### src/hw/rtl/pdht_ram.sv
// Generic simple dual-port RAM with registered read.
module pdht_ram #(
    parameter int WIDTH = 8,
    parameter int DEPTH = 16
) (
    input  logic                     i_clk,
    input  logic                     i_we,
    input  logic [$clog2(DEPTH)-1:0] i_waddr,
    input  logic [WIDTH-1:0]         i_wdata,
    input  logic [$clog2(DEPTH)-1:0] i_raddr,
    output logic [WIDTH-1:0]         o_rdata
);
    logic [WIDTH-1:0] r_mem [DEPTH];
    logic [WIDTH-1:0] r_rdata;

    always_ff @(posedge i_clk) begin
        if (i_we) begin
            r_mem[i_waddr] <= i_wdata;
        end
        r_rdata <= r_mem[i_raddr];
    end

    assign o_rdata = r_rdata;
endmodule

### config.mk
export PLATFORM = sky130hd
export DESIGN_NAME = pdht_ram
export DESIGN_NICKNAME = d
export VERILOG_FILES = /design/src/hw/rtl/pdht_ram.sv
export SDC_FILE = /design/constraint.sdc
export NUM_CORES = 1
export LEC_CHECK = 0
export BUFFER_PORTS_ARGS = -buffer_cell sky130_fd_sc_hd__buf_2
export CAP_MARGIN = 40
export CORE_MARGIN = 3
export CORE_UTILIZATION = 45
export DETAILED_ROUTE_END_ITERATION = 8
export GPL_ROUTABILITY_DRIVEN = 0
export MAX_ROUTING_LAYER = met4
export SYNTH_ARGS = -nofsm -noshare
export SYNTH_HDL_FRONTEND = slang
export SYNTH_SLANG_ARGS = --single-unit
### constraint.sdc
create_clock -name i_clk -period 3.2 [get_ports i_clk]
set_clock_uncertainty 0.15 [all_clocks]
set_input_delay 0.64 -clock i_clk [delete_from_list [all_inputs] [get_ports i_clk]]
set_output_delay 0.64 -clock i_clk [all_outputs]
set_load 0.01 [all_outputs]
Word level (Yosys, flattened, before mapping). Memories as Yosys holds them, arrays and structs flattened. A register that Yosys moved wholly into a read port is not among the register bits. Index checks and enable logic that the tools add are counted.

Bits in registers: 0. Bits in writable memories: 128. Input bits: 18. Output and inout bits: 8. Word-level logic and storage cells: 3. Memories: 1.

Multiplexer cells: 2.

Memory list: r_mem (depth 16, bits a word 8, rd ports 1, clocked after Yosys merged registers in 1, wr ports 1, RTL line 13) `logic [WIDTH-1:0] r_mem [DEPTH];`.

Operators with widths (count): 1-bit two-way mux (2).

Longest topological paths before layout. Gate-level depths: netlist (run 1).

Depth after elaboration: 2. Mapped depth: 5. Mapped depth without buffers: 3.

Worst setup path before layout (run 1). OpenSTA, ideal clock, no wires.

Path type: input to register. From: input i_waddr[2]. To: memory r_mem[0][0], enable pin. Library setup time: 0.383 ns. Data arrival time: 1.750 ns. Required time: 2.667 ns. Setup slack: 0.917 ns. Cell stages on the path: 2. Buffers on the path: 0. Cells stage by stage: or3b_2 nor3_1.

RTL lines: start, declared (RTL line 8) `input logic [$clog2(DEPTH)-1:0] i_waddr,`; end, declared (RTL line 13).

Straight into the memory's write port.

==> results of run 1 <==
-- layout make-up --
class / count / area (um^2)
clock buffer: 19 / 433
clock inverter: 13 / 170
fill: 823 / 4920
multi-input combinational: 83 / 1060
sequential: 136 / 4000
tap: 140 / 175
timing repair buffer: 44 / 268
-- worst max-delay path: stages --
cell and delay (ps):
buf_2 250, buf_4 360, mux4_1 610, a22oi_1 240, nand2_1 100
-- path summary, 6_finish.rpt --
kind	start	to	slack [ps]	depth (start not counted)
max	i_raddr[0]	o_rdata[0]$_DFF_P_	1140	5
min	i_wdata[7]	r_mem[1][7]$_DFFE_PP_	460	1
max reg2reg	r_mem[1][0]$_DFFE_PP_	o_rdata[0]$_DFF_P_	1700	3
min reg2reg	r_mem[14][2]$_DFFE_PP_	o_rdata[2]$_DFF_P_	520	3
-- layout by cell type (no fill, tap or decap), types with 2 or more instances in the layout --
cell type   Yosys  final
a22oi_1        16     16
buf_2           3     25
buf_4           1     19
bufinv_16       0      3
clkbuf_1        0      2
clkbuf_16       0     17
clkinv_4        0      2
clkinvlp_4      0      3
dfxtp_1         8      8
edfxtp_1      128    128
inv_6           0      4
mux4_1         14     14
mux4_2         18     18
nand2_1         9      9
nand2b_1        2      2
nand3b_1        2      2
nor2_1         13     13
nor3_1          4      4
-- where the power goes --
group	leakage (nW)	switching, mW	internal (mW)	total [mW]
sequential	1.22	0.0121	1.99	2.00
clock	0.285	0.723	1.24	1.96
combinational	0.571	0.104	0.0769	0.181
-- stage by stage --
step	utilization [%]	instance area, um^2	hold WS (ps)	setup WS (ps)
after detailed placement	49.9	5500	507	657
after floorplan	-	5150	479	917
after global placement	49.8	5500	505	675
after CTS	55.4	6110	459	1090
final	55.4	6110	465	1140
after global routing	55.4	6110	464	998
-- per-layer routing --
metal  routed length, um  track usage (%)
met5                   0                -
met2                4700             24.9
met3                 290             4.28
met4                  87             5.53
met1                4580             24.0
-- state kept, by name, indices dropped and copies added, names as in the netlist --
name,count
o_rdata,8
r_mem,128
-- cells by family after synthesis --
logic type,count (synthesis)
DFF,136
and+or+nand+nor,35
muxes,32
buffers and inverters,10
AOI/OAI and AO/OA,16
==> flow_summary.json, run 1 <==
{
  "yosysTopAreaCell": "edfxtp_1",
  "synth_cell_type_count": 19,
  "via_per_inst": 5.50,
  "setup_tns_ps": 0,
  "grt.overflow.total": 0,
  "grt.total_usage_pct": 17.1,
  "drt_wl_total_mm": 9.65,
  "insertion_delay_ps": 410,
  "syn_avg_cell_area_um2": 22.5,
  "initial_utilization_pct": 46.7,
  "timing_worst_setup_path_type": "in2reg",
  "synth-seq-cells": 136,
  "avgRoutedWirePerCell_um": 22.2,
  "synthMuxAreaShare_pct": 15.0,
  "status": "finished, final reports clean",
  "p_leak_nw": 2.08,
  "ys.flop_type": "edfxtp_1",
  "dp.cells": 403,
  "hpwl_mm": 6.20,
  "nNetsFinal": 300,
  "area_growth_pct": 18.6,
  "startpoint_type": "primary input",
  "final-hold-violation-count": 0,
  "hold_buffers": 0,
  "fmax_mhz": 486,
  "synth_compound_area_share_pct": 2.33,
  "synth_area_leaders": "edfxtp_1, mux4_2, mux4_1",
  "yosysSeqAreaShare_pct": 77.8,
  "coreArea_um2": 11000,
  "cts.clk_slew.worst_paths_ps": 60,
  "fp.dieH_um": 113,
  "post-cts-setup-buffer-count": 0,
  "diodes": 0,
  "num_vias": 2392,
  "finalCriticalPeriod_ps": 2060,
  "grt_first_pass_wirelength_mm": 15.1,
  "end_kind": "flop",
  "antenna_found_initial": 0,
  "cts_max_level": 4,
  "yosysMostFrequentCell": "edfxtp_1",
  "cts.sinks": 136,
  "drv_slew": 0,
  "ys_warn_count": 0,
  "die_w_um": 113,
  "cellPowerDensity_nw_per_um2": 678,
  "path_max_fanout": 16,
  "final-setup-viol-count": 0,
  "post_cts_resized": 0,
  "crit_required_ps": 3340,
  "mappedNetlistArea_um2": 5150,
  "ios": 26,
  "first_pass_iters": 4,
  "synthArstFlopShare_pct": 0,
  "cts_root_buf": "clkbuf_16",
  "yosys-top-cells-count": "edfxtp_1, mux4_2, a22oi_1, mux4_1, nor2_1",
  "drc": 0,
  "grt_max_degree": 29,
  "cp_data_arrival_time_ps": 2200,
  "first_iter_violations": 155,
  "final-instance-count-excl-fill": 435,
  "grt_pass1_vias": 2493,
  "synth_edf_count": 128,
  "cts_max_path_buffers": 2,
  "synth_top_family_by_area": "multiplexers",
  "ir_worst_vdd_v": 0.000388,
  "totalPowerFinal_mw": 4.14,
  "cts-buffers-inserted": 17,
  "tightest_slew_ps": 781,
  "postSynthCellCount": 229,
  "syn_nets": 247,
  "final_layout_size_suffix_gt1_share_pct": 31.5,
  "yosys.area_share.simple_pct": 3.18,
  "drv_cap": 0,
  "rows": 38,
  "cts_tree": "built",
  "synth_fa_ha_area_share_pct": 0,
  "die_area_um2": 12800,
  "synthXorXnorAreaFrac_pct": 0,
  "period_share_pct": 64.2,
  "rsz0062_at_grt": "false",
  "ant_nets": 0,
  "relSlewSlack_pct": 47.8,
  "portBuffers": 25,
  "min_path_type": "in2reg",
  "synth_top_area_share_pct": 74.7
}
Power figures use the tool's default switching activity.
==> inputs of run 2 (changes only) <==
- clock period: 3.2 -> 1.9 ns (I/O delays scaled with it)
==> run 2 against run 1 <==
  * Register-to-register slack worse by 1400 ps
  * Critical endpoint is now o_rdata[1]$_DFF_P_
  * Sequential power grew 69%
  * Largest power group is now the clock network
  * First-iteration DRC count grew 12%
  * Total power increased by 74%
  * Flip-flop and latch count unchanged
  * Wire length up 5.0%
  * Via count up 2.9%
  * Non-clock buffer count up 9
  * Final cell count grew 2.1%
  * Worst hold slack lost 260 ps
==> flow_summary.json, run 2 (synthesis gave the netlist of run 1 again) <==
{
  "ff_latch_area_um2": 4000,
  "crit_path_max_incr_delay_ps": 560,
  "via_per_inst": 5.55,
  "tightest_slew_ps": 780,
  "final_layout_size_suffix_gt1_share_pct": 33.6,
  "cp_data_arrival_time_ps": 1740,
  "final_cell_mix": "edfxtp_1, buf_2, buf_4, mux4_2, clkbuf_16",
  "switching_power_mw": 1.38,
  "hpwl_mm": 6.33,
  "insertion_delay_ps": 410,
  "place_ws_ps": -119,
  "cts_max_path_buffers": 2,
  "fp.dieH_um": 113,
  "nNetsFinal": 309,
  "placed_area_um2": 5640,
  "end_kind": "flop",
  "first_pass_iters": 4,
  "drv_cap": 0,
  "post-cts-setup-buffer-count": 0,
  "timing_worst_setup_path_type": "in2reg",
  "globalRouteMet3Util_pct": 5.03,
  "die_w_um": 113,
  "final-hold-violation-count": 0,
  "swShare_pct": 19.1,
  "drv_slew": 0,
  "whs_ps": 203,
  "period_share_pct": 84.2,
  "ios": 26,
  "cellPowerDensity_nw_per_um2": 1150,
  "cts_max_level": 4,
  "cts.clk_slew.worst_paths_ps": 50,
  "setup_ws_ps": 300,
  "ant_nets": 0,
  "pwr-share-comb_pct": 4.8,
  "largest-register": "r_mem",
  "drc": 0,
  "grt_util_met2_pct": 26.5,
  "status": "finished, final reports clean",
  "diodes": 0,
  "die_area_um2": 12800,
  "gr-usage-met1_pct": 24.3,
  "area_growth_pct": 21.9,
  "finalCriticalPeriod_ps": 1600,
  "coreArea_um2": 11000,
  "rows": 38,
  "grt_pass1_vias": 2523,
  "hold_buffers": 0,
  "grt.total_usage_pct": 17.9,
  "grt_first_pass_wirelength_mm": 15.6,
  "grt_max_degree": 22,
  "min_path_type": "in2reg",
  "p_leak_nw": 2.16,
  "clkPwrFrac_pct": 48.3,
  "grt.overflow.total": 0,
  "cts_root_buf": "clkbuf_16",
  "cts_tree": "built",
  "cp_slowest_cell": "mux4_1",
  "final-setup-viol-count": 0,
  "cp_cell_sequence": "buf_2 > buf_12 > buf_4 > mux4_1 > a22oi_1 > nand2_1",
  "multi_input_comb_area_um2": 1060,
  "fin_area_um2": 6270,
  "seqPwrFrac_pct": 46.9,
  "relSlewSlack_pct": 47.9,
  "portBuffers": 25,
  "avgRoutedWirePerCell_um": 22.8,
  "final_common_cell": "edfxtp_1",
  "post_cts_resized": 0,
  "cts-buffers-inserted": 17,
  "first_iter_violations": 173,
  "antenna_found_initial": 0,
  "largest_reg_flops": 128,
  "gr-max-usage-layer": "met2",
  "num_vias": 2462,
  "rsz0062_at_grt": "false",
  "fill_cells": 841,
  "cts.sinks": 136,
  "initial_utilization_pct": 46.7,
  "startpoint_type": "primary input",
  "path_max_fanout": 16,
  "ir_worst_vdd_v": 0.000706,
  "drt_wl_total_mm": 10.1,
  "crit_required_ps": 2040,
  "fmax_mhz": 625,
  "internal_power_mw": 5.81
}
==> run 2: changes by cell type in the layout (fill, tap and decap cells not counted), sizes merged <==
| cell | before | now |
|---|---|---|
| buf | 44 | 53 |
| inv | 4 | 0 |
| clkbuf | 19 | 17 |
| clkinv | 3 | 7 |
| bufinv | 3 | 5 |
==> run 2: final timing paths <==
path                                               to                   start  depth (start not counted)  slack [ps]
worst max-delay path               o_rdata[1]$_DFF_P_              i_raddr[0]                          6         300
worst min-delay path            r_mem[1][4]$_DFFE_PP_              i_wdata[4]                          1         200
worst max register to register     o_rdata[5]$_DFF_P_   r_mem[0][5]$_DFFE_PP_                          3         330
worst min register to register     o_rdata[1]$_DFF_P_  r_mem[12][1]$_DFFE_PP_                          3         530
==> run 2: layer usage <==
layer  vias up  wire (um)
li1       1097          -
met1      1294       4590
met2        60       4910
met3        11        507
met4         0        129
met5         -          0
==> run 2: critical path: cells and delay by family <==
kind	cells	cell delay, ps
compound gates	1	240
simple gates	1	80
buf+inv	3	470
mux	1	560
==> run 2: final cells by class <==
cell class                      count  area share, %
Clock buffer                       17           6.78
Multi-Input combinational cell     83           16.9
Sequential cell                   136           63.8
Tap cell                          140           2.79
Timing Repair Buffer               53           6.34
Clock inverter                     15           3.31
==> run 2: power groups by stage <==
stage | Combinational, mW | Clock, mW | Sequential [mW]
after floorplan | 0.171 | 0 | 3.44
after global placement | 0.341 | 0 | 3.44
after detailed placement | 0.346 | 0 | 3.44
after CTS | 0.348 | 3.52 | 3.38
after global routing | 0.371 | 3.66 | 3.38
final | 0.342 | 3.47 | 3.38
==> run 2: per-stage QoR <==
step / total power, mW / utilization, % / TNS, ps / cells
final: 7.19 / 56.9 / 0 / 444
after floorplan: 3.61 / - / 0 / 229
after global routing: 7.42 / 56.9 / 0 / 444
after global placement: 3.78 / 51.1 / -266 / 412
after CTS: 7.24 / 56.9 / 0 / 444
after detailed placement: 3.78 / 51.1 / -334 / 412
==> inputs of run 3 (changes only) <==
- clock period: 1.9 -> 1.53 ns (I/O delays scaled with it)
==> run 3 against run 2 <==
  * Sequential power rose by 24%
  * Final cell count is 2.0% higher
  * Largest cell class unchanged
  * Clock power rose by 10%
  * Flip-flop and latch count stayed put
==> flow_summary.json, run 3 (synthesis gave the netlist of run 1 again) <==
{
  "final_common_cell": "edfxtp_1",
  "final-hold-violation-count": 0,
  "fp.dieH_um": 113,
  "area_growth_pct": 22.0,
  "relSlewSlack_pct": 47.5,
  "ios": 26,
  "final-setup-viol-count": 0,
  "drv_cap": 0,
  "fmax_mhz": 681,
  "via_per_inst": 5.39,
  "route.met3.wl_um": 330,
  "cts_tree": "built",
  "cts_root_buf": "clkbuf_16",
  "status": "finished, final reports clean",
  "antenna_found_initial": 0,
  "ir_worst_vdd_v": 0.000685,
  "rows": 38,
  "avgRoutedWirePerCell_um": 21.1,
  "first_iter_violations": 96,
  "drv_slew": 0,
  "startpoint_type": "flop",
  "die_w_um": 113,
  "timing_worst_setup_path_type": "reg2reg",
  "min_path_type": "in2reg",
  "cellPowerDensity_nw_per_um2": 1350,
  "grt_max_degree": 17,
  "cts_max_level": 4,
  "ff_latch_area_um2": 4000,
  "ant_nets": 0,
  "top_layer_used": "met4",
  "die_area_um2": 12800,
  "wl_met1_mm": 4.46,
  "hpwl_mm": 6.51,
  "insertion_delay_ps": 410,
  "rsz0062_at_grt": "false",
  "drc": 0,
  "cts_max_path_buffers": 2,
  "finalCriticalPeriod_ps": 1470,
  "path_max_fanout": 1,
  "coreArea_um2": 11000,
  "p_leak_nw": 2.17,
  "final_cell_mix": "edfxtp_1, buf_4, buf_2, mux4_2, clkbuf_16",
  "grt.total_usage_pct": 17.2,
  "portBuffers": 25,
  "largest-register": "r_mem",
  "grt_first_pass_wirelength_mm": 15.2,
  "cts.sinks": 136,
  "setup_tns_ps": 0,
  "initial_utilization_pct": 46.7,
  "grt.overflow.total": 0,
  "fill_cells": 843,
  "multi_input_comb_area_um2": 1090,
  "first_pass_iters": 5,
  "crit_required_ps": 1670,
  "cp_data_arrival_time_ps": 1610,
  "nNetsFinal": 318,
  "tightest_slew_ps": 785,
  "largest_reg_flops": 128,
  "end_kind": "flop",
  "final_layout_size_suffix_gt1_share_pct": 40.6,
  "period_share_pct": 95.9,
  "num_vias": 2443,
  "grt_pass1_vias": 2673,
  "cts.clk_slew.worst_paths_ps": 50,
  "wl_met2_mm": 4.61,
  "hold_buffers": 0,
  "whs_ps": 120,
  "diodes": 0,
  "drt_wl_total_mm": 9.57,
  "cts-buffers-inserted": 17
}
==> run 3: changes by cell type in the layout (fill, tap and decap cells not counted), moves of 2 or more <==
| cell | previous run | this run |
|---|---|---|
| a22oi_1 | 16 | 13 |
| a22oi_2 | 0 | 3 |
| buf_4 | 23 | 33 |
| bufinv_16 | 5 | 2 |
| clkinv_1 | 3 | 1 |
| clkinv_2 | 3 | 7 |
| clkinvlp_4 | 3 | 1 |
| mux4_1 | 14 | 8 |
| mux4_2 | 18 | 24 |
| nor2_1 | 13 | 10 |
| nor2_2 | 0 | 3 |
| nor3_1 | 3 | 0 |
| nor3_2 | 1 | 3 |
==> run 3: per-layer routing <==
metal | vias to the layer above | GRT usage (%)
met4 | 0 | 6.41
met1 | 1263 | 22.6
met2 | 51 | 25.6
met5 | - | -
met3 | 18 | 5.45
li1 | 1111 | -
==> run 3: per-stage QoR <==
stage	power, mW	util (%)	cells	instance area (um^2)	worst slack [ps]
floorplan	4.50	-	229	5180	-49.5
global placement	4.69	51.7	421	5700	-331
detailed placement	4.70	51.7	421	5700	-357
CTS	8.53	56.8	453	6260	52.7
global route	8.74	56.9	453	6280	3.97
finish	8.45	56.9	453	6280	62.4
==> run 3: repair_timing <==
action                     CTS  global route
setup endpoints to repair    0             3
setup buffers                0             0
gates resized for setup      0             3
==> run 3: area by class of cell <==
| class | instances | share of cell area [%] |
|---|---|---|
| Clock buffer | 18 | 6.83 |
| Clock inverter | 14 | 2.11 |
| Multi-Input combinational cell | 83 | 17.3 |
| Sequential cell | 136 | 63.8 |
| Tap cell | 140 | 2.79 |
| Timing Repair Buffer | 62 | 7.21 |
==> run 3: path summary, 6_finish.rpt <==
kind	start	to	slack (ps)	cells after the start
max	r_mem[11][7]$_DFFE_PP_	o_rdata[7]$_DFF_P_	60	3
min	i_wdata[4]	r_mem[6][4]$_DFFE_PP_	120	1
max reg2reg	r_mem[11][7]$_DFFE_PP_	o_rdata[7]$_DFF_P_	60	3
min reg2reg	r_mem[12][1]$_DFFE_PP_	o_rdata[1]$_DFF_P_	520	3
==> run 3: where the power goes <==
part / internal, mW / total (mW) / switching [mW]
combinational: 0.200 / 0.434 / 0.234
sequential: 4.17 / 4.19 / 0.0219
clock: 2.37 / 3.83 / 1.45
==> run 3: worst max-delay path: stages (launching register included) <==
cell and delay, ps:
edfxtp_1 360, mux4_2 480, a22oi_1 280, nand2_1 90
